File: src/hdl/clni_pkg.sv
`timescale 1ns / 1ps
// ----------------------------------------------------------------------------
// clni_pkg
// Shared types and constants for the 4-bit character LCD interface.
// ----------------------------------------------------------------------------
package clni_pkg;

   // Request operation codes
   localparam logic [1:0] OP_COMMAND = 2'd0;
   localparam logic [1:0] OP_DATA    = 2'd1;
   localparam logic [1:0] OP_INIT    = 2'd2;

   // Configuration register indexes
   localparam logic [1:0] CSR_FUNCTION_SET    = 2'd0;
   localparam logic [1:0] CSR_DISPLAY_CONTROL = 2'd1;
   localparam logic [1:0] CSR_ENTRY_MODE      = 2'd2;

   // Register reset values
   localparam logic [7:0] FUNCTION_SET_RST    = 8'h28;
   localparam logic [7:0] DISPLAY_CONTROL_RST = 8'h0C;
   localparam logic [7:0] ENTRY_MODE_RST      = 8'h06;

   // Field widths
   localparam int unsigned HOLD_W = 17;
   localparam int unsigned NIB_W  = 4;

   // Phase codes within one nibble
   localparam logic [1:0] PH_SETUP  = 2'd0;
   localparam logic [1:0] PH_STROBE = 2'd1;
   localparam logic [1:0] PH_SETTLE = 2'd2;

   // Nibble indexes that close a sequence
   localparam logic [NIB_W-1:0] NIB_LAST_BYTE = 4'd1;
   localparam logic [NIB_W-1:0] NIB_LAST_INIT = 4'd11;
   localparam logic [NIB_W-1:0] NIB_WAKE_END  = 4'd3;

   // Timing in microseconds
   localparam logic [HOLD_W-1:0] SETUP_US     = 17'd10;
   localparam logic [HOLD_W-1:0] STROBE_US    = 17'd1;
   localparam logic [HOLD_W-1:0] SETTLE_US    = 17'd50;
   localparam logic [HOLD_W-1:0] CMD_EXTRA_US = 17'd2000;
   localparam logic [HOLD_W-1:0] DAT_EXTRA_US = 17'd50;
   localparam logic [HOLD_W-1:0] CLR_EXTRA_US = 17'd4000;
   localparam logic [HOLD_W-1:0] WAKE_LONG_US = 17'd5000;
   localparam logic [HOLD_W-1:0] WAKE_SHRT_US = 17'd150;
   localparam logic [HOLD_W-1:0] POWERUP_US   = 17'd100000;

   // Wake-up nibbles and clear command
   localparam logic [3:0] WAKE_NIB_A = 4'h3;
   localparam logic [3:0] WAKE_NIB_B = 4'h2;
   localparam logic [7:0] CLEAR_CMD  = 8'h01;

   // Controller states
   typedef enum logic [1:0] {
      ST_IDLE,
      ST_POWERUP,
      ST_NIBBLE
   } ctl_state_type;

   // Commands from controller to datapath
   typedef struct packed {
      logic             start;
      logic             emit;
      logic             powerup;
      logic             init;
      logic             last;
      logic [NIB_W-1:0] nib;
      logic [1:0]       ph;
   } ctl_cmd_type;

   // Status from datapath to controller
   typedef struct packed {
      logic slot_free;
   } dp_status_type;

endpackage

File: src/hdl/char_lcd_nibble_interface_top.sv
`timescale 1ns / 1ps
// ----------------------------------------------------------------------------
// char_lcd_nibble_interface_top
// 4-bit character LCD driver: turns command, data and init requests into
// timed pin phases (RS, D4..D7, E and hold time).
// ----------------------------------------------------------------------------
//  Channel | Direction | Handshake          | Word
//  req_    | in        | valid / ready      | operation, value
//  rsp_    | out       | valid / ready      | reg_select, nibble, enable, hold_us, last
//  csr_    | in        | write enable only  | index, wdata (8 bits)
//
// A request is taken while the sequencer is idle, then one pin phase is issued
// per cycle while the result side is ready: 6 phases for a command or data
// byte, 37 for init. Phases leave through a single output register; a stalled
// result side holds the sequencer. Reset is synchronous and restores the setup
// registers.
// ----------------------------------------------------------------------------
module char_lcd_nibble_interface_top (
   input  logic                        clock,
   input  logic                        reset,
   input  logic                        csr_write,
   input  logic [1:0]                  csr_index,
   input  logic [7:0]                  csr_wdata,
   input  logic                        req_valid,
   output logic                        req_ready,
   input  logic [1:0]                  req_operation,
   input  logic [7:0]                  req_value,
   output logic                        rsp_valid,
   input  logic                        rsp_ready,
   output logic                        rsp_reg_select,
   output logic [3:0]                  rsp_nibble,
   output logic                        rsp_enable,
   output logic [clni_pkg::HOLD_W-1:0] rsp_hold_us,
   output logic                        rsp_last
);
   import clni_pkg::*;

   ctl_cmd_type   cmd;
   dp_status_type status;

   // Sequencer
   clni_ctrl u_ctrl (
      .clock         (clock),
      .reset         (reset),
      .req_valid     (req_valid),
      .req_ready     (req_ready),
      .req_operation (req_operation),
      .status        (status),
      .cmd           (cmd)
   );

   // Datapath and output register
   clni_dpath u_dpath (
      .clock          (clock),
      .reset          (reset),
      .csr_write      (csr_write),
      .csr_index      (csr_index),
      .csr_wdata      (csr_wdata),
      .req_operation  (req_operation),
      .req_value      (req_value),
      .cmd            (cmd),
      .status         (status),
      .rsp_valid      (rsp_valid),
      .rsp_ready      (rsp_ready),
      .rsp_reg_select (rsp_reg_select),
      .rsp_nibble     (rsp_nibble),
      .rsp_enable     (rsp_enable),
      .rsp_hold_us    (rsp_hold_us),
      .rsp_last       (rsp_last)
   );

endmodule

File: src/hdl/clni_ctrl.sv
`timescale 1ns / 1ps
// ----------------------------------------------------------------------------
// clni_ctrl
// Phase sequencer: walks power-up wait, nibbles and pin phases.
// ----------------------------------------------------------------------------
module clni_ctrl (
   input  logic                   clock,
   input  logic                   reset,
   input  logic                   req_valid,
   output logic                   req_ready,
   input  logic [1:0]             req_operation,
   input  clni_pkg::dp_status_type status,
   output clni_pkg::ctl_cmd_type   cmd
);
   import clni_pkg::*;

   ctl_state_type    state_ff, state_in;
   logic [NIB_W-1:0] nib_ff, nib_in;
   logic [1:0]       ph_ff, ph_in;
   logic             init_ff, init_in;
   logic             op_ok;
   logic             at_end;
   logic [NIB_W-1:0] last_nib;

   assign op_ok    = (req_operation == OP_COMMAND) || (req_operation == OP_DATA) ||
                     (req_operation == OP_INIT);
   assign last_nib = init_ff ? NIB_LAST_INIT : NIB_LAST_BYTE;
   assign at_end   = (nib_ff == last_nib) && (ph_ff == PH_SETTLE);

   // Next state and counters
   always_comb begin
      state_in = state_ff;
      nib_in   = nib_ff;
      ph_in    = ph_ff;
      init_in  = init_ff;
      unique case (state_ff)
         ST_IDLE: begin
            nib_in = '0;
            ph_in  = PH_SETUP;
            if (req_valid && op_ok) begin
               init_in  = (req_operation == OP_INIT);
               state_in = (req_operation == OP_INIT) ? ST_POWERUP : ST_NIBBLE;
            end
         end
         ST_POWERUP: begin
            if (status.slot_free) state_in = ST_NIBBLE;
         end
         ST_NIBBLE: begin
            if (status.slot_free) begin
               if (ph_ff == PH_SETTLE) begin
                  ph_in = PH_SETUP;
                  if (at_end) state_in = ST_IDLE;
                  else        nib_in   = nib_ff + 1'b1;
               end else begin
                  ph_in = ph_ff + 1'b1;
               end
            end
         end
         default: state_in = ST_IDLE;
      endcase
   end

   // Outputs
   always_comb begin
      req_ready   = 1'b0;
      cmd         = '0;
      cmd.init    = init_ff;
      cmd.nib     = nib_ff;
      cmd.ph      = ph_ff;
      unique case (state_ff)
         ST_IDLE: begin
            req_ready = 1'b1;
            cmd.start = req_valid && op_ok;
         end
         ST_POWERUP: begin
            cmd.emit    = status.slot_free;
            cmd.powerup = 1'b1;
         end
         ST_NIBBLE: begin
            cmd.emit = status.slot_free;
            cmd.last = at_end;
         end
         default: req_ready = 1'b0;
      endcase
   end

   always_ff @(posedge clock) begin
      if (reset) begin
         state_ff <= ST_IDLE;
         nib_ff   <= '0;
         ph_ff    <= PH_SETUP;
         init_ff  <= 1'b0;
      end else begin
         state_ff <= state_in;
         nib_ff   <= nib_in;
         ph_ff    <= ph_in;
         init_ff  <= init_in;
      end
   end

endmodule

File: src/hdl/clni_dpath.sv
`timescale 1ns / 1ps
// ----------------------------------------------------------------------------
// clni_dpath
// Setup registers, register-select state, phase decode and output word.
// ----------------------------------------------------------------------------
module clni_dpath (
   input  logic                          clock,
   input  logic                          reset,
   input  logic                          csr_write,
   input  logic [1:0]                    csr_index,
   input  logic [7:0]                    csr_wdata,
   input  logic [1:0]                    req_operation,
   input  logic [7:0]                    req_value,
   input  clni_pkg::ctl_cmd_type         cmd,
   output clni_pkg::dp_status_type       status,
   output logic                          rsp_valid,
   input  logic                          rsp_ready,
   output logic                          rsp_reg_select,
   output logic [3:0]                    rsp_nibble,
   output logic                          rsp_enable,
   output logic [clni_pkg::HOLD_W-1:0]   rsp_hold_us,
   output logic                          rsp_last
);
   import clni_pkg::*;

   logic [7:0]        fset_ff, disp_ff, entry_ff;
   logic              rs_level_ff, rs_cap_ff, data_ff;
   logic [7:0]        val_ff;
   logic              valid_ff;
   logic              rs_ff;
   logic [3:0]        nib_ff;
   logic              en_ff;
   logic [HOLD_W-1:0] hold_ff;
   logic              last_ff;

   logic [3:0]        nib_val;
   logic [HOLD_W-1:0] extra;
   logic [HOLD_W-1:0] hold_val;
   logic              rs_val;

   assign status.slot_free = !valid_ff || rsp_ready;

   // Setup registers
   always_ff @(posedge clock) begin
      if (reset) begin
         fset_ff  <= FUNCTION_SET_RST;
         disp_ff  <= DISPLAY_CONTROL_RST;
         entry_ff <= ENTRY_MODE_RST;
      end else if (csr_write) begin
         case (csr_index)
            CSR_FUNCTION_SET:    fset_ff  <= csr_wdata;
            CSR_DISPLAY_CONTROL: disp_ff  <= csr_wdata;
            CSR_ENTRY_MODE:      entry_ff <= csr_wdata;
            default:             ;
         endcase
      end
   end

   // Stored RS level; init leaves it low
   always_ff @(posedge clock) begin
      if (reset) rs_level_ff <= 1'b0;
      else if (cmd.start) rs_level_ff <= (req_operation == OP_DATA);
   end

   // Request capture
   always_ff @(posedge clock) begin
      if (cmd.start) begin
         rs_cap_ff <= rs_level_ff;
         data_ff   <= (req_operation == OP_DATA);
         val_ff    <= req_value;
      end
   end

   // Nibble level for the current slot
   always_comb begin
      if (cmd.init) begin
         case (cmd.nib) inside
            4'd0, 4'd1, 4'd2: nib_val = WAKE_NIB_A;
            4'd3:             nib_val = WAKE_NIB_B;
            4'd4:             nib_val = fset_ff[7:4];
            4'd5:             nib_val = fset_ff[3:0];
            4'd6:             nib_val = disp_ff[7:4];
            4'd7:             nib_val = disp_ff[3:0];
            4'd8:             nib_val = entry_ff[7:4];
            4'd9:             nib_val = entry_ff[3:0];
            4'd10:            nib_val = CLEAR_CMD[7:4];
            default:          nib_val = CLEAR_CMD[3:0];
         endcase
      end else begin
         nib_val = cmd.nib[0] ? val_ff[3:0] : val_ff[7:4];
      end
   end

   // Extra wait after the settle phase
   always_comb begin
      if (cmd.init) begin
         case (cmd.nib) inside
            4'd0, 4'd3:       extra = WAKE_LONG_US;
            4'd1, 4'd2:       extra = WAKE_SHRT_US;
            4'd5, 4'd7, 4'd9: extra = CMD_EXTRA_US;
            4'd11:            extra = CLR_EXTRA_US;
            default:          extra = '0;
         endcase
      end else if (cmd.nib[0]) begin
         extra = data_ff ? DAT_EXTRA_US : CMD_EXTRA_US;
      end else begin
         extra = '0;
      end
   end

   // Hold time per phase
   always_comb begin
      case (cmd.ph)
         PH_SETUP:  hold_val = SETUP_US;
         PH_STROBE: hold_val = STROBE_US;
         default:   hold_val = SETTLE_US + extra;
      endcase
   end

   // RS: wake-up nibbles keep the stored level, setup bytes are commands
   always_comb begin
      if (cmd.init) rs_val = (cmd.nib <= NIB_WAKE_END) ? rs_cap_ff : 1'b0;
      else          rs_val = data_ff;
   end

   // Output word register
   always_ff @(posedge clock) begin
      if (reset) valid_ff <= 1'b0;
      else if (cmd.emit) valid_ff <= 1'b1;
      else if (rsp_ready) valid_ff <= 1'b0;
   end

   always_ff @(posedge clock) begin
      if (cmd.emit) begin
         if (cmd.powerup) begin
            rs_ff   <= rs_cap_ff;
            nib_ff  <= '0;
            en_ff   <= 1'b0;
            hold_ff <= POWERUP_US;
            last_ff <= 1'b0;
         end else begin
            rs_ff   <= rs_val;
            nib_ff  <= nib_val;
            en_ff   <= (cmd.ph == PH_STROBE);
            hold_ff <= hold_val;
            last_ff <= cmd.last;
         end
      end
   end

   assign rsp_valid      = valid_ff;
   assign rsp_reg_select = rs_ff;
   assign rsp_nibble     = nib_ff;
   assign rsp_enable     = en_ff;
   assign rsp_hold_us    = hold_ff;
   assign rsp_last       = last_ff;

endmodule

File: config.mk
export PLATFORM = sky130hd
export DESIGN_NAME = char_lcd_nibble_interface_top
export DESIGN_NICKNAME = d
export VERILOG_FILES = /design/src/hdl/clni_pkg.sv /design/src/hdl/char_lcd_nibble_interface_top.sv /design/src/hdl/clni_ctrl.sv /design/src/hdl/clni_dpath.sv
export SDC_FILE = /design/constraint.sdc
export NUM_CORES = 1
export LEC_CHECK = 0
export ABC_AREA = 1
export BUFFER_PORTS_ARGS = -buffer_cell sky130_fd_sc_hd__buf_2
export CAP_MARGIN = 15
export CORE_MARGIN = 5
export CORE_UTILIZATION = 45
export CTS_CLUSTER_DIAMETER = 40
export DETAILED_ROUTE_END_ITERATION = 10
export PLACE_DENSITY = 0.64
export SLEW_MARGIN = 20
export SYNTH_ARGS = -nofsm -noshare
export SYNTH_HDL_FRONTEND = slang
export SYNTH_HIERARCHICAL = 1
export SYNTH_SLANG_ARGS = --single-unit
File: constraint.sdc
create_clock -name clock -period 1.8 [get_ports clock]
set_input_delay 0.09 -clock clock [delete_from_list [all_inputs] [get_ports clock]]
set_output_delay 0.09 -clock clock [all_outputs]
set_load 0.1 [all_outputs]
**Word-level counts from Yosys, hierarchy flattened**

Cells that the tools add are included.

- Flip-flop bits (word level): 69
- Bits in latches: 0
- Memory bits (writable): 0
- Bits in read-only memories: 0
- Input port bits: 25
- Output and inout port bits: 26
- Logic and storage cells: 117
- Memories: 0

- Add/sub/neg operators: 3
- Multiply operators: 0
- Div/mod/pow operators: 0
- Magnitude comparators: 1
- Eq/ne operators: 26
- Shifts and indexed selects: 0
- Mux-type cells: 43
- Bitwise gates (word level): 1
- Reduce and logical (&&, ||, !) cells: 26

Operators by type and width:

| operator | number |
|---|---|
| 17-bit 2-to-1 mux | 5 |
| 4-bit 2-to-1 mux | 14 |
| 17-bit one-hot mux with 2 select lines | 1 |
| 6-bit by 17-bit adder with 17-bit output, first input constant | 1 |
| 4-bit by 3-bit equality test with 1-bit output, second input constant | 4 |
| 4-bit equality test, second input constant | 4 |
| 2-bit 2-to-1 mux | 8 |
| 12-bit 2-to-1 mux | 1 |
| 11-bit 2-to-1 mux | 1 |
| 1-bit 2-to-1 mux | 10 |
| 2-bit AND reduction | 5 |
| 2-bit by 1-bit equality test with 1-bit output, second input constant | 4 |
| 2-bit equality test, second input constant | 4 |
| 4-bit by 2-bit equality test with 1-bit output, second input constant | 2 |
| 2-bit logical NOT | 4 |
| 4-bit one-hot mux with 2 select lines | 1 |
| 2-bit OR reduction | 4 |
| 2-bit by 1-bit inequality test with 1-bit output, second input constant | 3 |
| 2-bit inequality test, second input constant | 3 |
| 2-bit one-hot mux with 3 select lines | 1 |
| 3-bit OR reduction | 2 |
| 5-bit AND reduction | 1 |
| 4-bit by 1-bit adder with 4-bit output, second input constant | 1 |
| 4-bit by 1-bit equality test with 1-bit output, second input constant | 1 |
| 11 further kinds | 15 |

**Depth between registers and ports, before layout**

Gate-level depths: netlist of the first run.

- Word-level depth: 11
- Depth in mapped cells: 9
- Depth with buffers taken out: 9

**Hierarchy**

Netlist of the first run, hierarchy kept.

By module, submodules not included:

| module | times used | cells an instance | area each (µm²) | sequential area each (µm²) |
|---|---|---|---|---|
| clni_dpath | 1 | 289 | 2517.4 | 1451.4 |
| clni_ctrl | 1 | 90 | 626.9 | 180.2 |

**Worst setup path before layout of the first run**

OpenSTA, ideal clock, no wires.

- Kind: reg-to-reg
- Start point: reg u_ctrl.state_ff[0]
- End point: reg u_dpath.data_ff, enable pin
- Library setup time: 0.348 ns
- Data arrival time: 1.713 ns
- Data required time: 1.452 ns
- Slack: -0.261 ns
- Cell stages (with the launch flop): 5
- Path buffers: 0
- Period minus slack after synthesis: 2.061 ns
- Path through: dfxtp_1 inv_1 ha_1 nand3_1 inv_1

RTL lines:

| what | RTL line | RTL |
|---|---|---|
| start, declared | clni_ctrl.sv:17 | `ctl_state_type state_ff, state_in;` |
| start signal, assigned | clni_ctrl.sv:94 | `state_ff <= state_in;` |
| end signal, assigned | clni_dpath.sv:69 | `data_ff <= (req_operation == OP_DATA);` |
| end, declared | clni_dpath.sv:27 | `logic rs_level_ff, rs_cap_ff, data_ff;` |

**Final worst setup path of the first run**

- Start point: reg u_ctrl.nib_ff[3]
- End point: reg u_dpath.hold_ff[5], in the netlist u_dpath/rsp_hold_us[5], data pin

- Cells in the longest elaborated chain, start to end: 8
- Elaborated cells on any way between the ends: 18
- Those cells by class: add/sub (1); eq/ne (7); mux (6); reduce/logical (4)

RTL lines:

| what | RTL line | RTL |
|---|---|---|
| start, declared | clni_ctrl.sv:18 | `logic [NIB_W-1:0] nib_ff, nib_in;` |
| start signal, assigned | clni_ctrl.sv:95 | `nib_ff <= nib_in;` |
| 4-bit equality test (no source line) or 4-bit by 3-bit equality test with 1-bit output (tied branches) | - |  |
| 3-bit OR reduction or 12-bit 2-to-1 mux (tied branches) | clni_dpath.sv:97 | `case (cmd.nib) inside` |
| 17-bit 2-to-1 mux (2 in a row) | clni_dpath.sv:97 |  |
| 17-bit 2-to-1 mux (*) | clni_dpath.sv:97 |  |
| 17-bit 2-to-1 mux (*) | clni_dpath.sv:96 | `if (cmd.init) begin` |
| 6-bit by 17-bit adder with 17-bit output (*) | clni_dpath.sv:116 | `default: hold_val = SETTLE_US + extra;` |
| 17-bit one-hot mux with 2 select lines (*) | clni_dpath.sv:113 | `case (cmd.ph)` |
| end signal, assigned | clni_dpath.sv:145 | `hold_ff <= hold_val;` |
| end, declared | clni_dpath.sv:33 | `logic [HOLD_W-1:0] hold_ff;` |

Every way passes the cells marked *; elsewhere a longest branch is shown, timed or not.
A chain may end at the register's enable or synchronous reset.

==> metrics.md, run 1 <==
| Metric | Value |
|---|---|
| Status | finished, final reports clean |
| Vias in the first global route | 2,565 |
| Largest net degree at the start of global routing | 25 |
| Cell Area, Synth | 3140 um^2 |
| N_diodes | 0 |
| Mapped Cells | 379 |
| Final hold violation count | 0 |
| Max-Cap Viols | 0 |
| R2R Setup Slk | 0.20 ns |
| Most used cell, CP | nand2_1 |
| Vias per cell | 4.89 |
| Required time of the worst setup path | 1.90 ns |
| Nets | about 480 |
| Worst Setup End Kind | flip-flop |
| Final setup fails | 0 |
| Unrepaired setup endpoints after global routing | no |
| Area Overhead vs Synth | 21.4% |
| PwrDens | between 1500 and 2000 nW/um^2 |
| Final WL | 7.10 mm |
| Inserted Clock Buffers | 9 |
| Initial detailed-routing violation count | 147 |
| IO Port Bufs | between 40 and 50 |
| Via count | 2,688 |
| Routed Antenna Nets | 0 |
| Min Tclk post-route | 1.60 ns |
| Crit path arrival time | 1.70 ns |
| P_leak | between 1.5 and 2 nW |
| Synth unique cells | 36 |
| DRC viols | 0 |
| TritonCTS clock tree | yes |
| Seq. cell area | between 1500 and 2000 um^2 |
| DP Worst Slack | 0.202 ns |
| Crit Path Category | reg2reg |
| Num ports | 51 |
| GRT Residual Overflow | 0 |
| Clock transition at the registers of the reported paths | 0.07 ns |
| Max-slew violation count | 0 |
| Final Cycle Share | 89.1% |
| Worst Setup Slack, final | 0.196 ns |
| Die X-Extent | 93.6 um |
| Clock tree buffer depth | 2 |
| Yosys reg bits | 66 |
| Max FO, Critical Path | 7 |
| Die area | 8760 um^2 |
| Routed len/inst | 12.9 um |
| Worst Hold Class | in2reg |
| CP bufs+invs | 1 |
| First-pass GRT wire length | 12.1 mm |
| Seq/Total Area, Yosys | 51.9% |
| DP Wirelength | 5.12 mm |
| CTS sink count | 66 |
| Final hold slack | 0.000137 ns |
| Share of post-route cells with drive strength above 1 | 21.4% |
| Peak supply drop | 0.000701 V |
| Yosys synthesis warning count | 6 |
| H-tree Lvls | 3 |
| Multi-input gate area | 1260 um^2 |
| Die height | 93.6 um |
| # rows | 30 |
| CP max stage delay | 0.48 ns |
| Setup Fix Bufs, Post-CTS | 0 |
| CP Cell Sequence | inv_2 > nor2_4 > nand2_1 > nand2_1 > nand2_1 > nand3_1 > o21ai_1 > nand2_1 > nand2_1 |
| Pwr Total | a little over 7 mW |
| Rel. slew slack | 55.6% |
| Total Routing Usage GR | 17.7% |
| Initial Utilization | 46.3% |
| TritonRoute pass-1 iters | 5 |
| Area of the core | between 6000 and 7000 um^2 |
| Clock skew | 0.00784 ns |
| Syn_area_per_cell | 8.30 um^2 |
| Setup crit start kind | flip-flop |
| Crit path max-delay family | simple AND/OR/NAND/NOR gates |
| Worst-Skew Late Latency | 0.35 ns |
| Fillers | 640 |
| Slowest CP cell | dfxtp_1 |
| Max Clock Freq | 624 MHz |
| Initial antenna violation count | 0 |
| Root buffer cell | clkbuf_8 |
| GPL Wtd Cong | roughly 0.86 |
| Slew @ Worst Pin | 0.666 ns |
| TNS Setup | 0 ns |
-- worst paths after layout --
check	cells after the start	startpoint	end
setup / recovery	9	u_ctrl/nib_ff[3]$_SDFFE_PP0P_	u_dpath/rsp_hold_us[5]$_SDFFCE_PP1P_
hold reg to reg	0	u_dpath/rs_level_ff$_SDFFE_PP0P_	u_dpath/rs_cap_ff$_DFFE_PP_
setup reg to reg	9	u_ctrl/nib_ff[3]$_SDFFE_PP0P_	u_dpath/rsp_hold_us[5]$_SDFFCE_PP1P_
hold / removal	3	csr_wdata[7]	u_dpath/disp_ff[7]$_SDFFE_PP0P_
-- layer usage --
layer / part of all wire [%] / GRT usage [%]
met3: 6.1 / 3.30
met4: 2.2 / 7.82
met2: 47 / 28.8
met5: 0 / 0
met1: 45 / 22.8
-- synth_stat cells (all sizes together) --
| cell type | n | area share, % |
|---|---|---|
| a21oi | 30 | 4.9 |
| a221oi | 2 | 0.56 |
| a31oi | 1 | 0.20 |
| and2 | 1 | 0.28 |
| and3 | 1 | 0.20 |
| buf | 7 | 1.8 |
| clkbuf | 2 | 0.24 |
| clkinv | 2 | 0.24 |
| conb | 1 | 0.12 |
| dfxtp | 35 | 22 |
| edfxtp | 31 | 30 |
| ha | 4 | 1.6 |
| inv | 50 | 6.0 |
| nand2 | 82 | 11 |
| nand3 | 29 | 5.0 |
| nand4 | 5 | 0.99 |
| nor2 | 55 | 7.4 |
| nor3 | 6 | 1.7 |
| o211ai | 1 | 0.24 |
| o21a | 3 | 0.72 |
| o21ai | 26 | 4.1 |
| o21bai | 2 | 0.60 |
| o22ai | 1 | 0.20 |
| xor2 | 2 | 0.56 |
-- power by group --
group / leakage (nW) / internal, mW / switching [mW]
clock network: 0.0958 / 0.630 / 0.562
logic: 1.00 / 0.698 / 2.96
registers: 0.583 / 2.07 / 0.167
total: 1.68 / 3.40 / 3.69
-- layout by cell type (no fill, tap or decap), drive strengths merged, types with 2 or more instances in the layout --
master,netlist,layout
a21oi,30,30
a221oi,2,2
buf,7,54
clkbuf,2,10
clkinv,2,6
conb,1,2
dfxtp,35,35
dlygate4sd3,0,13
edfxtp,31,31
ha,4,4
inv,50,50
nand2,82,82
nand3,29,29
nand4,5,5
nor2,55,55
nor3,6,6
o21a,3,3
o21ai,26,26
o21bai,2,2
xor2,2,2
-- registers in the layout, summed over array words and instances, names as in the netlist --
name,count
u_ctrl/init_ff,1
u_dpath/rsp_enable,1
u_dpath/rsp_nibble,4
u_dpath/data_ff,1
u_dpath/disp_ff,8
u_dpath/fset_ff,8
u_dpath/entry_ff,8
u_ctrl/state_ff,2
u_ctrl/ph_ff,2
u_dpath/rsp_valid,1
u_dpath/rsp_hold_us,14
u_dpath/rsp_last,1
u_dpath/rs_cap_ff,1
u_dpath/rs_level_ff,1
u_dpath/rsp_reg_select,1
u_dpath/val_ff,8
u_ctrl/nib_ff,4
-- final cells by class --
| type | count | share of cell area (%) |
|---|---|---|
| multi-input combinational | 253 | 33.0 |
| timing repair buffer | 67 | 11.1 |
| clock buffer | 10 | 3.34 |
| sequential | 66 | 42.8 |
| inverter | 52 | 5.11 |
| tap | 96 | 3.15 |
| clock inverter | 6 | 1.51 |
-- what timing repair did --
action	4_1_cts	5_1_grt
resized for setup	0	1
hold buffers	13	0
hold endpoints to repair	16	0
setup endpoints to repair	0	2
-- stage by stage --
stage / util (%) / area (um^2) / instances
4_1_cts: 56.2 / 3820 / 550
2_1_floorplan: - / 3150 / 380
3_3_place_gp: 51.5 / 3500 / 521
3_5_place_dp: 51.5 / 3500 / 521
6_report: 56.2 / 3820 / 550
5_1_grt: 56.2 / 3820 / 550
-- worst register-to-register path, cell delays in order (launching register included) --
cell,delay (ns)
dfxtp_1,0.48
inv_2,0.09
nor2_4,0.17
nand2_1,0.12
nand2_1,0.12
nand2_1,0.07
nand3_1,0.12
o21ai_1,0.08
nand2_1,0.06
nand2_1,0.05
-- cells by family (layout without fill, tap and decap cells) --
family,after synthesis,in the layout,share of synthesized area [%]
adders and majority gates,4,4,1.59
AOI/OAI and AO/OA,66,66,11.5
xor gates and xnor gates,2,2,0.557
other,1,2,0.119
buffers and inverters,61,135,8.28
DFF,66,66,51.9
and+or+nand+nor,179,179,26.0
(Power assumes the default switching activity.)
==> inputs of run 2 (changes only) <==
BUFFER_PORTS_ARGS = -buffer_cell sky130_fd_sc_hd__clkbuf_2   (was -buffer_cell sky130_fd_sc_hd__buf_2)
==> metrics.md, run 2 (synthesis gave the netlist of run 1 again) <==
| Metric | Value |
|---|---|
| Die X-Extent | 93.6 um (unchanged) |
| TritonRoute pass-1 iters | 4 (was 5) |
| Worst Setup End Kind | flip-flop (unchanged) |
| Clock skew | 0.00706 ns (was 0.00784 ns) |
| CP max stage delay | 0.54 ns (was 0.48 ns) |
| GPL Wtd Cong | 0.844 (was 0.858) |
| Crit path arrival time | 1.67 ns (was 1.70 ns) |
| Max Clock Freq | 627 MHz (was 624 MHz) |
| Final setup fails | 0 (unchanged) |
| CP bufs+invs | 1 (unchanged) |
| GRT Residual Overflow | 0 (unchanged) |
| CTS sink count | 66 (unchanged) |
| Crit path max-delay family | simple AND/OR/NAND/NOR gates (unchanged) |
| Root buffer cell | clkbuf_8 (unchanged) |
| Final WL | 6.88 mm (was 7.10 mm) |
| CP Cell Sequence | inv_2 > nor2_1 > nand2_1 > nand2_1 > o21bai_2 > and2_4 > nand2_2 > nand2_1 (was inv_2 > nor2_4 > nand2_1 > nand2_1 > nand2_1 > nand3_1 > o21ai_1 > nand2_1 > nand2_1) |
| IO Port Bufs | 49 (unchanged) |
| Setup crit start kind | flip-flop (unchanged) |
| Status | finished, final reports clean (unchanged) |
| Routed len/inst | 12.5 um (was 12.9 um) |
| Max FFs per register | 14 (unchanged) |
| Required time of the worst setup path | 1.88 ns (was 1.90 ns) |
| Fillers | 641 (was 640) |
| Most common cell after layout, fill and taps aside | nand2_1 (unchanged) |
| Initial detailed-routing violation count | 163 (was 147) |
| Final Cycle Share | 88.6% (was 89.1%) |
| R2R cell count | 8 (was 9) |
| Final Cell Area | 3810 um^2 (was 3820 um^2) |
| HP Start | csr_wdata[6] (was csr_wdata[7]) |
| Worst-Skew Late Latency | 0.33 ns (was 0.35 ns) |
| Initial Utilization | 46.3% (unchanged) |
| Share of post-route cells with drive strength above 1 | 21.5% (was 21.4%) |
| Inserted Clock Buffers | 9 (unchanged) |
| Peak supply drop | 0.000774 V (was 0.000701 V) |
| Initial antenna violation count | 0 (unchanged) |
| H-tree Lvls | 3 (unchanged) |
| Worst Setup Slack, final | 0.206 ns (was 0.196 ns) |
| Via count | 2,713 (was 2,688) |
| Min-Delay Path Depth | 3 (unchanged) |
| Nets | 480 (was 478) |
| Unrepaired setup endpoints after global routing | no (unchanged) |
| Setup Fix Bufs, Post-CTS | 0 (unchanged) |
| R2r startpoint | u_ctrl/nib_ff[2]$_SDFFE_PP0P_ (was u_ctrl/nib_ff[3]$_SDFFE_PP0P_) |
| Hold EP | u_dpath/disp_ff[6]$_SDFFE_PP0P_ (was u_dpath/disp_ff[7]$_SDFFE_PP0P_) |
| Max FO, Critical Path | 8 (was 7) |
| Area Overhead vs Synth | 21.2% (was 21.4%) |
| Slowest CP cell | dfxtp_1 (unchanged) |
| Min Tclk post-route | 1.59 ns (was 1.60 ns) |
| Routed Antenna Nets | 0 (unchanged) |
| R2R Setup Slk | 0.21 ns (was 0.20 ns) |
| Most used cell, CP | nand2_1 (unchanged) |
| R2r endpoint | u_dpath/rsp_hold_us[9]$_SDFFCE_PP1P_ (was u_dpath/rsp_hold_us[5]$_SDFFCE_PP1P_) |
| Num ports | 51 (unchanged) |
| Largest net degree at the start of global routing | 25 (unchanged) |
| Final hold violation count | 0 (unchanged) |
| DP Wirelength | 5.03 mm (was 5.12 mm) |
| Max-Cap Viols | 0 (unchanged) |
| Vias per cell | 4.91 (was 4.89) |
| PwrDens | 1820 nW/um^2 (was 1860 nW/um^2) |
| DRC viols | 0 (unchanged) |
| P_leak | 1.68 nW (about the same) |
| Max-slew violation count | 0 (unchanged) |
| Die area | 8760 um^2 (unchanged) |
| Slew @ Worst Pin | 0.640 ns (was 0.666 ns) |
| Clock transition at the registers of the reported paths | 0.07 ns (about the same) |
| Total Routing Usage GR | 16.8% (was 17.7%) |
| TNS Setup | 0 ns (unchanged) |
| First-pass GRT wire length | 11.6 mm (was 12.1 mm) |
| Rel. slew slack | 57.3% (was 55.6%) |
| TritonCTS clock tree | yes (unchanged) |
| Critical path depth | 8 (was 9) |
| N_diodes | 0 (unchanged) |
| Vias in the first global route | 2,542 (was 2,565) |
| Die height | 93.6 um (unchanged) |
| Area of the core | 6790 um^2 (unchanged) |
| Crit Path Category | reg2reg (unchanged) |
| Placed instance area | 3520 um^2 (was 3500 um^2) |
| Most frequent cells in the layout | nand2_1 (77), clkbuf_2 (49), nor2_1 (49) (was nand2_1 (77), buf_2 (49), nor2_1 (49)) |
| # rows | 30 (unchanged) |
| Worst Hold Class | in2reg (unchanged) |
| Clock tree buffer depth | 2 (unchanged) |
| DP Worst Slack | 0.217 ns (was 0.202 ns) |
[run 2: power by group]
| group | internal (mW) | total [mW] | leakage [nW] | switching (mW) |
|---|---|---|---|---|
| sequential | 2.07 | 2.24 | 0.583 | 0.166 |
| combinational | 0.702 | 3.66 | 1.02 | 2.96 |
| clock | 0.487 | 1.02 | 0.0795 | 0.537 |
[run 2: through the flow]
stage / util (%) / std cells / total power, mW / hold WS [ns]
final: 56.1 / 552 / 6.92 / 0.00980
after global routing: 56.1 / 552 / 7.29 / 0.0154
after CTS: 56.1 / 552 / 6.98 / 0.00148
after detailed placement: 51.8 / 523 / 5.93 / 0.269
after global placement: 51.8 / 523 / 5.90 / 0.267
after floorplan: - / 380 / 5.30 / 0.152
[run 2: worst register-to-register path, stage by stage, from the launching register on]
cell,delay [ns]
dfxtp_1,0.54
inv_2,0.06
nor2_1,0.19
nand2_1,0.08
nand2_1,0.11
o21bai_2,0.09
and2_4,0.15
nand2_2,0.07
nand2_1,0.05
[run 2: repair_timing]
action | 4_1_cts | 5_1_grt
hold buffers | 13 | 0
endpoints found under the hold margin | 15 | 0
resized for setup | 0 | 1
setup endpoints to repair | 0 | 1
[run 2: per-layer routing]
layer  routed length (um)  global-route usage, %  up-vias
met4                  135                   7.46        0
met1                 3190                   21.5     1245
met3                  326                   2.82       12
met5                    0                      0        -
li1                     -                      -     1389
met2                 3230                   27.9       67
[run 2: worst max-delay path by stage]
stage,slack [ns],from,endpoint
detailed placement,0.22,u_ctrl/nib_ff[0]$_SDFFE_PP0P_,u_dpath/rsp_hold_us[9]$_SDFFCE_PP1P_
global route,0.01,u_ctrl/nib_ff[2]$_SDFFE_PP0P_,u_dpath/rsp_hold_us[5]$_SDFFCE_PP1P_
finish,0.21,u_ctrl/nib_ff[2]$_SDFFE_PP0P_,u_dpath/rsp_hold_us[9]$_SDFFCE_PP1P_
CTS,0.20,u_ctrl/state_ff[0]$_SDFFE_PP0P_,req_ready
floorplan,0.08,u_ctrl/state_ff[0]$_SDFFE_PP0P_,u_dpath/data_ff$_DFFE_PP_
global placement,0.22,u_ctrl/nib_ff[0]$_SDFFE_PP0P_,u_dpath/rsp_hold_us[9]$_SDFFCE_PP1P_
[run 2: area by class of cell]
cell class              instances  area, um^2  share of cell area, %
repair buffers                 69         440                   11.6
clock buffers                  10         128                   3.35
clock inverters                 6        33.8                  0.887
flip-flops and latches         66        1630                   42.9
inverters                      52         195                   5.12
well taps                      96         120                   3.15
multi-input cells             253        1260                   33.0
==> inputs of run 3 (changes only) <==
ABC_AREA = 0   (was 1)
PLACE_DENSITY = not set   (was 0.64)
PLACE_DENSITY_LB_ADDON = 0.05   (was not set)
==> metrics.md, run 3 <==
| Metric | Value |
|---|---|
| Crit path max-delay family | simple AND/OR/NAND/NOR gates (unchanged) |
| Synth area leaders | edfxtp_1 (29%), dfxtp_1 (22%), mux2i_1 (8.4%) (was edfxtp_1 (30%), dfxtp_1 (22%), nand2_1 (9.2%)) |
| Vias in the first global route | 2,437 (was 2,542) |
| DRC viols | 0 (unchanged) |
| Worst-Skew Late Latency | 0.34 ns (was 0.33 ns) |
| R2r endpoint | u_dpath/rsp_hold_us[10]$_SDFFCE_PP1P_ (was u_dpath/rsp_hold_us[9]$_SDFFCE_PP1P_) |
| Die area | 8910 um^2 (was 8760 um^2) |
| Min Tclk post-route | 1.64 ns (was 1.59 ns) |
| Most common cell in the netlist | dfxtp_1 (was nand2_1) |
| Final core utilization | 57.6% (was 56.1%) |
| Final setup fails | 0 (unchanged) |
| P_leak | 1.61 nW (was 1.68 nW) |
| HP Start | csr_wdata[1] (was csr_wdata[6]) |
| Post-synth top cells | dfxtp_1 (35), nor2_1 (33), edfxtp_1 (31) (was nand2_1 (77), nor2_1 (49), inv_1 (42)) |
| Peak supply drop | 0.000551 V (was 0.000774 V) |
| First-pass GRT wire length | 12.0 mm (was 11.6 mm) |
| Area Overhead vs Synth | 23.3% (was 21.2%) |
| Final WL | 7.35 mm (was 6.88 mm) |
| Initial Utilization | 46.7% (was 46.3%) |
| Max Clock Freq | 609 MHz (was 627 MHz) |
| Most frequent cells in the layout | clkbuf_2 (49), nor2_1 (33), edfxtp_1 (31) (was nand2_1 (77), clkbuf_2 (49), nor2_1 (49)) |
| Comb power frac | 39.7% (was 52.9%) |
| M2 GR Usage | 27.3% (was 27.9%) |
| CP Cell Sequence | nor3b_1 > o311ai_1 > nand2_1 > o21bai_1 (was inv_2 > nor2_1 > nand2_1 > nand2_1 > o21bai_2 > and2_4 > nand2_2 > nand2_1) |
| Initial antenna violation count | 0 (unchanged) |
| Pint | 2.71 mW (was 3.26 mW) |
| Hold EP | u_dpath/fset_ff[1]$_SDFFE_PP0P_ (was u_dpath/disp_ff[6]$_SDFFE_PP0P_) |
| Crit path arrival time | 1.71 ns (was 1.67 ns) |
| N_diodes | 0 (unchanged) |
| CP max stage delay | 0.54 ns (about the same) |
| TritonCTS clock tree | yes (unchanged) |
| Worst Setup End Kind | flip-flop (unchanged) |
| Dominant synthesized flop cell | dfxtp_1 (unchanged) |
| Seq/Total Area, Yosys | 50.9% (was 51.9%) |
| Root buffer cell | clkbuf_8 (unchanged) |
| Routed len/inst | 15.4 um (was 12.5 um) |
| Fillers | 634 (was 641) |
| GRT met1 Usage | 23.9% (was 21.5%) |
| Met3 Use GR | 3.27% (was 2.82%) |
| Cell accounting for the most synthesized area | edfxtp_1 (unchanged) |
| # rows | 30 (unchanged) |
| Vias per cell | 5.32 (was 4.91) |
| Switching Share | 45.2% (was 52.9%) |
| R2r startpoint | u_ctrl/nib_ff[3]$_SDFFE_PP0P_ (was u_ctrl/nib_ff[2]$_SDFFE_PP0P_) |
| GRT Residual Overflow | 0 (unchanged) |
| Max-slew violation count | 0 (unchanged) |
| Final Cycle Share | 91.2% (was 88.6%) |
| Area of the core | 6870 um^2 (was 6790 um^2) |
| R2R cell count | 4 (was 8) |
| Most common cell after layout, fill and taps aside | clkbuf_2 (was nand2_1) |
| Setup crit start kind | flip-flop (unchanged) |
| H-tree Lvls | 3 (unchanged) |
| TritonRoute pass-1 iters | 4 (unchanged) |
| IO Port Bufs | 49 (unchanged) |
| Required time of the worst setup path | 1.87 ns (was 1.88 ns) |
| Slowest CP cell | dfxtp_1 (unchanged) |
| Yosys reg bits | 66 (unchanged) |
| Clock skew | 0.0115 ns (was 0.00706 ns) |
| Max FFs per register | 14 (unchanged) |
| R2R Setup Slk | 0.16 ns (was 0.21 ns) |
| CTS sink count | 66 (unchanged) |
| Switching pwr | 2.23 mW (was 3.66 mW) |
| Clock transition at the registers of the reported paths | 0.07 ns (about the same) |
| PwrDens | 1250 nW/um^2 (was 1820 nW/um^2) |
| Rel. slew slack | 57.3% (about the same) |
| Worst Hold Class | in2reg (unchanged) |
| Total Routing Usage GR | 17.5% (was 16.8%) |
| DP Wirelength | 5.28 mm (was 5.03 mm) |
| Unrepaired setup endpoints after global routing | no (unchanged) |
| CP bufs+invs | 0 (was 1) |
| Sequential Power Share | 39.3% (was 32.3%) |
| GPL Wtd Cong | 0.895 (was 0.844) |
| Nets | 406 (was 480) |
| Number of flops mapped to enable cells by yosys | 31 (unchanged) |
| Inserted Clock Buffers | 9 (unchanged) |
| Max FO, Critical Path | 12 (was 8) |
| Largest net degree at the start of global routing | 33 (was 25) |
| Final Cell Area | 3960 um^2 (was 3810 um^2) |
| Share of post-route cells with drive strength above 1 | 25.9% (was 21.5%) |
| Clock network fraction of design power | 21.0% (was 14.8%) |
| Top cell type's share of synthesized area | 29.0% (was 29.6%) |
| Num ports | 51 (unchanged) |
| Slew @ Worst Pin | 0.640 ns (about the same) |
| Placed instance area | 3670 um^2 (was 3520 um^2) |
| Cell Area, Synth | 3210 um^2 (was 3140 um^2) |
| TNS Setup | 0 ns (unchanged) |
| Inst Count DP | 451 (was 523) |
| Crit Path Category | reg2reg (unchanged) |
| Die X-Extent | 94.4 um (was 93.6 um) |
| Routed Antenna Nets | 0 (unchanged) |
| Yosys synthesis warning count | 6 (unchanged) |
| Clock tree buffer depth | 2 (unchanged) |
| Layout Cells excl Fill | 478 (was 552) |
| Min-Delay Path Depth | 3 (unchanged) |
| Share of flip-flops with an asynchronous set or reset | 0% (unchanged) |
| Status | finished, final reports clean (unchanged) |
| Syn_area_per_cell | 10.5 um^2 (was 8.30 um^2) |
| Layer with the highest usage | met2 (unchanged) |
| Synth unique cells | 61 (was 36) |
| Via count | 2,543 (was 2,713) |
| Initial detailed-routing violation count | 106 (was 163) |
| Mapped Cells | 306 (was 379) |
| Die height | 94.4 um (was 93.6 um) |
| Final hold violation count | 0 (unchanged) |
| Max-Cap Viols | 0 (unchanged) |
## run 3: changes by cell type in the layout (fill, tap and decap cells not counted), sizes merged, moves of 5 or more
cell / previous run / this run
a211o: 0 / 6
a21oi: 30 / 15
buf: 7 / 21
inv: 50 / 14
mux2i: 0 / 27
nand2: 82 / 11
nand2b: 0 / 12
nand3: 29 / 6
nand3b: 0 / 5
nor2: 55 / 33
nor2b: 0 / 10
o21ai: 26 / 6
## run 3: final cells by class
cell class                 count  area [um^2]  share of cell area, %
inverter                      14         52.6                   1.33
timing repair buffer          81          563                   14.2
clock buffer                  11          131                   3.32
sequential                    66         1640                   41.4
clock inverter                 5         31.3                  0.791
multi-input combinational    205         1420                   35.9
tap                           96          120                   3.04
## run 3: per-layer routing
metal | share of wire, % | routed length, um | vias to the layer above
met5 | 0 | 0 | -
met2 | 45 | 3290 | 62
met4 | 1.3 | 98 | 0
li1 | - | - | 1265
met3 | 4.7 | 346 | 8
met1 | 49 | 3620 | 1208
## run 3: worst max-delay path by stage
stage	endpoint	startpoint	cells past startpoint
after CTS	u_ctrl/nib_ff[2]$_SDFFE_PP0P_	u_ctrl/nib_ff[0]$_SDFFE_PP0P_	5
after global routing	u_dpath/rsp_hold_us[10]$_SDFFCE_PP1P_	u_ctrl/nib_ff[3]$_SDFFE_PP0P_	4
after global placement	u_dpath/rsp_nibble[2]$_SDFFCE_PP0P_	u_ctrl/nib_ff[0]$_SDFFE_PP0P_	5
final	u_dpath/rsp_hold_us[10]$_SDFFCE_PP1P_	u_ctrl/nib_ff[3]$_SDFFE_PP0P_	4
after detailed placement	u_dpath/rsp_nibble[2]$_SDFFCE_PP0P_	u_ctrl/nib_ff[2]$_SDFFE_PP0P_	5
after floorplan	u_dpath/rsp_enable$_SDFFCE_PP0P_	u_dpath/rsp_valid$_SDFFE_PP0P_	2
## run 3: cell families (layout without fill, tap and decap cells)
family	after synthesis	in the layout	synth area share, %
fa+ha+maj	5	5	1.87
simple gates	101	101	16.7
mux	30	30	9.48
other cells	1	2	0.117
compound gates	67	67	15.4
flops	66	66	50.9
buf+inv	36	111	5.54
## run 3: worst register-to-register path: stages (launching register included)
cell and delay, ns:
dfxtp_1 0.54, nor3b_1 0.44, o311ai_1 0.18, nand2_1 0.14, o21bai_1 0.07
## run 3: power by group through the flow
stage | Combinational [mW] | Clock [mW] | Sequential, mW
floorplan | 0.627 | 0 | 2.96
global placement | 1.94 | 0 | 1.98
detailed placement | 1.95 | 0 | 1.97
CTS | 1.97 | 1.06 | 1.95
global route | 2.07 | 1.13 | 1.97
finish | 1.96 | 1.04 | 1.94
## run 3: metrics by stage
stage | worst slack, ns | total power, mW | hold WS, ns
floorplan | 0.101 | 3.59 | 0.189
global placement | 0.126 | 3.92 | 0.267
detailed placement | 0.0904 | 3.92 | 0.269
CTS | 0.0761 | 4.98 | 0.00473
global route | 0.0291 | 5.17 | 0.0285
finish | 0.159 | 4.95 | 0.0165
## run 3: what timing repair did
item | CTS | global route
hold buffers | 11 | 0
resized for setup | 0 | 6
setup endpoints to repair | 0 | 6
hold endpoints to repair | 11 | 0
setup buffers | 0 | 0
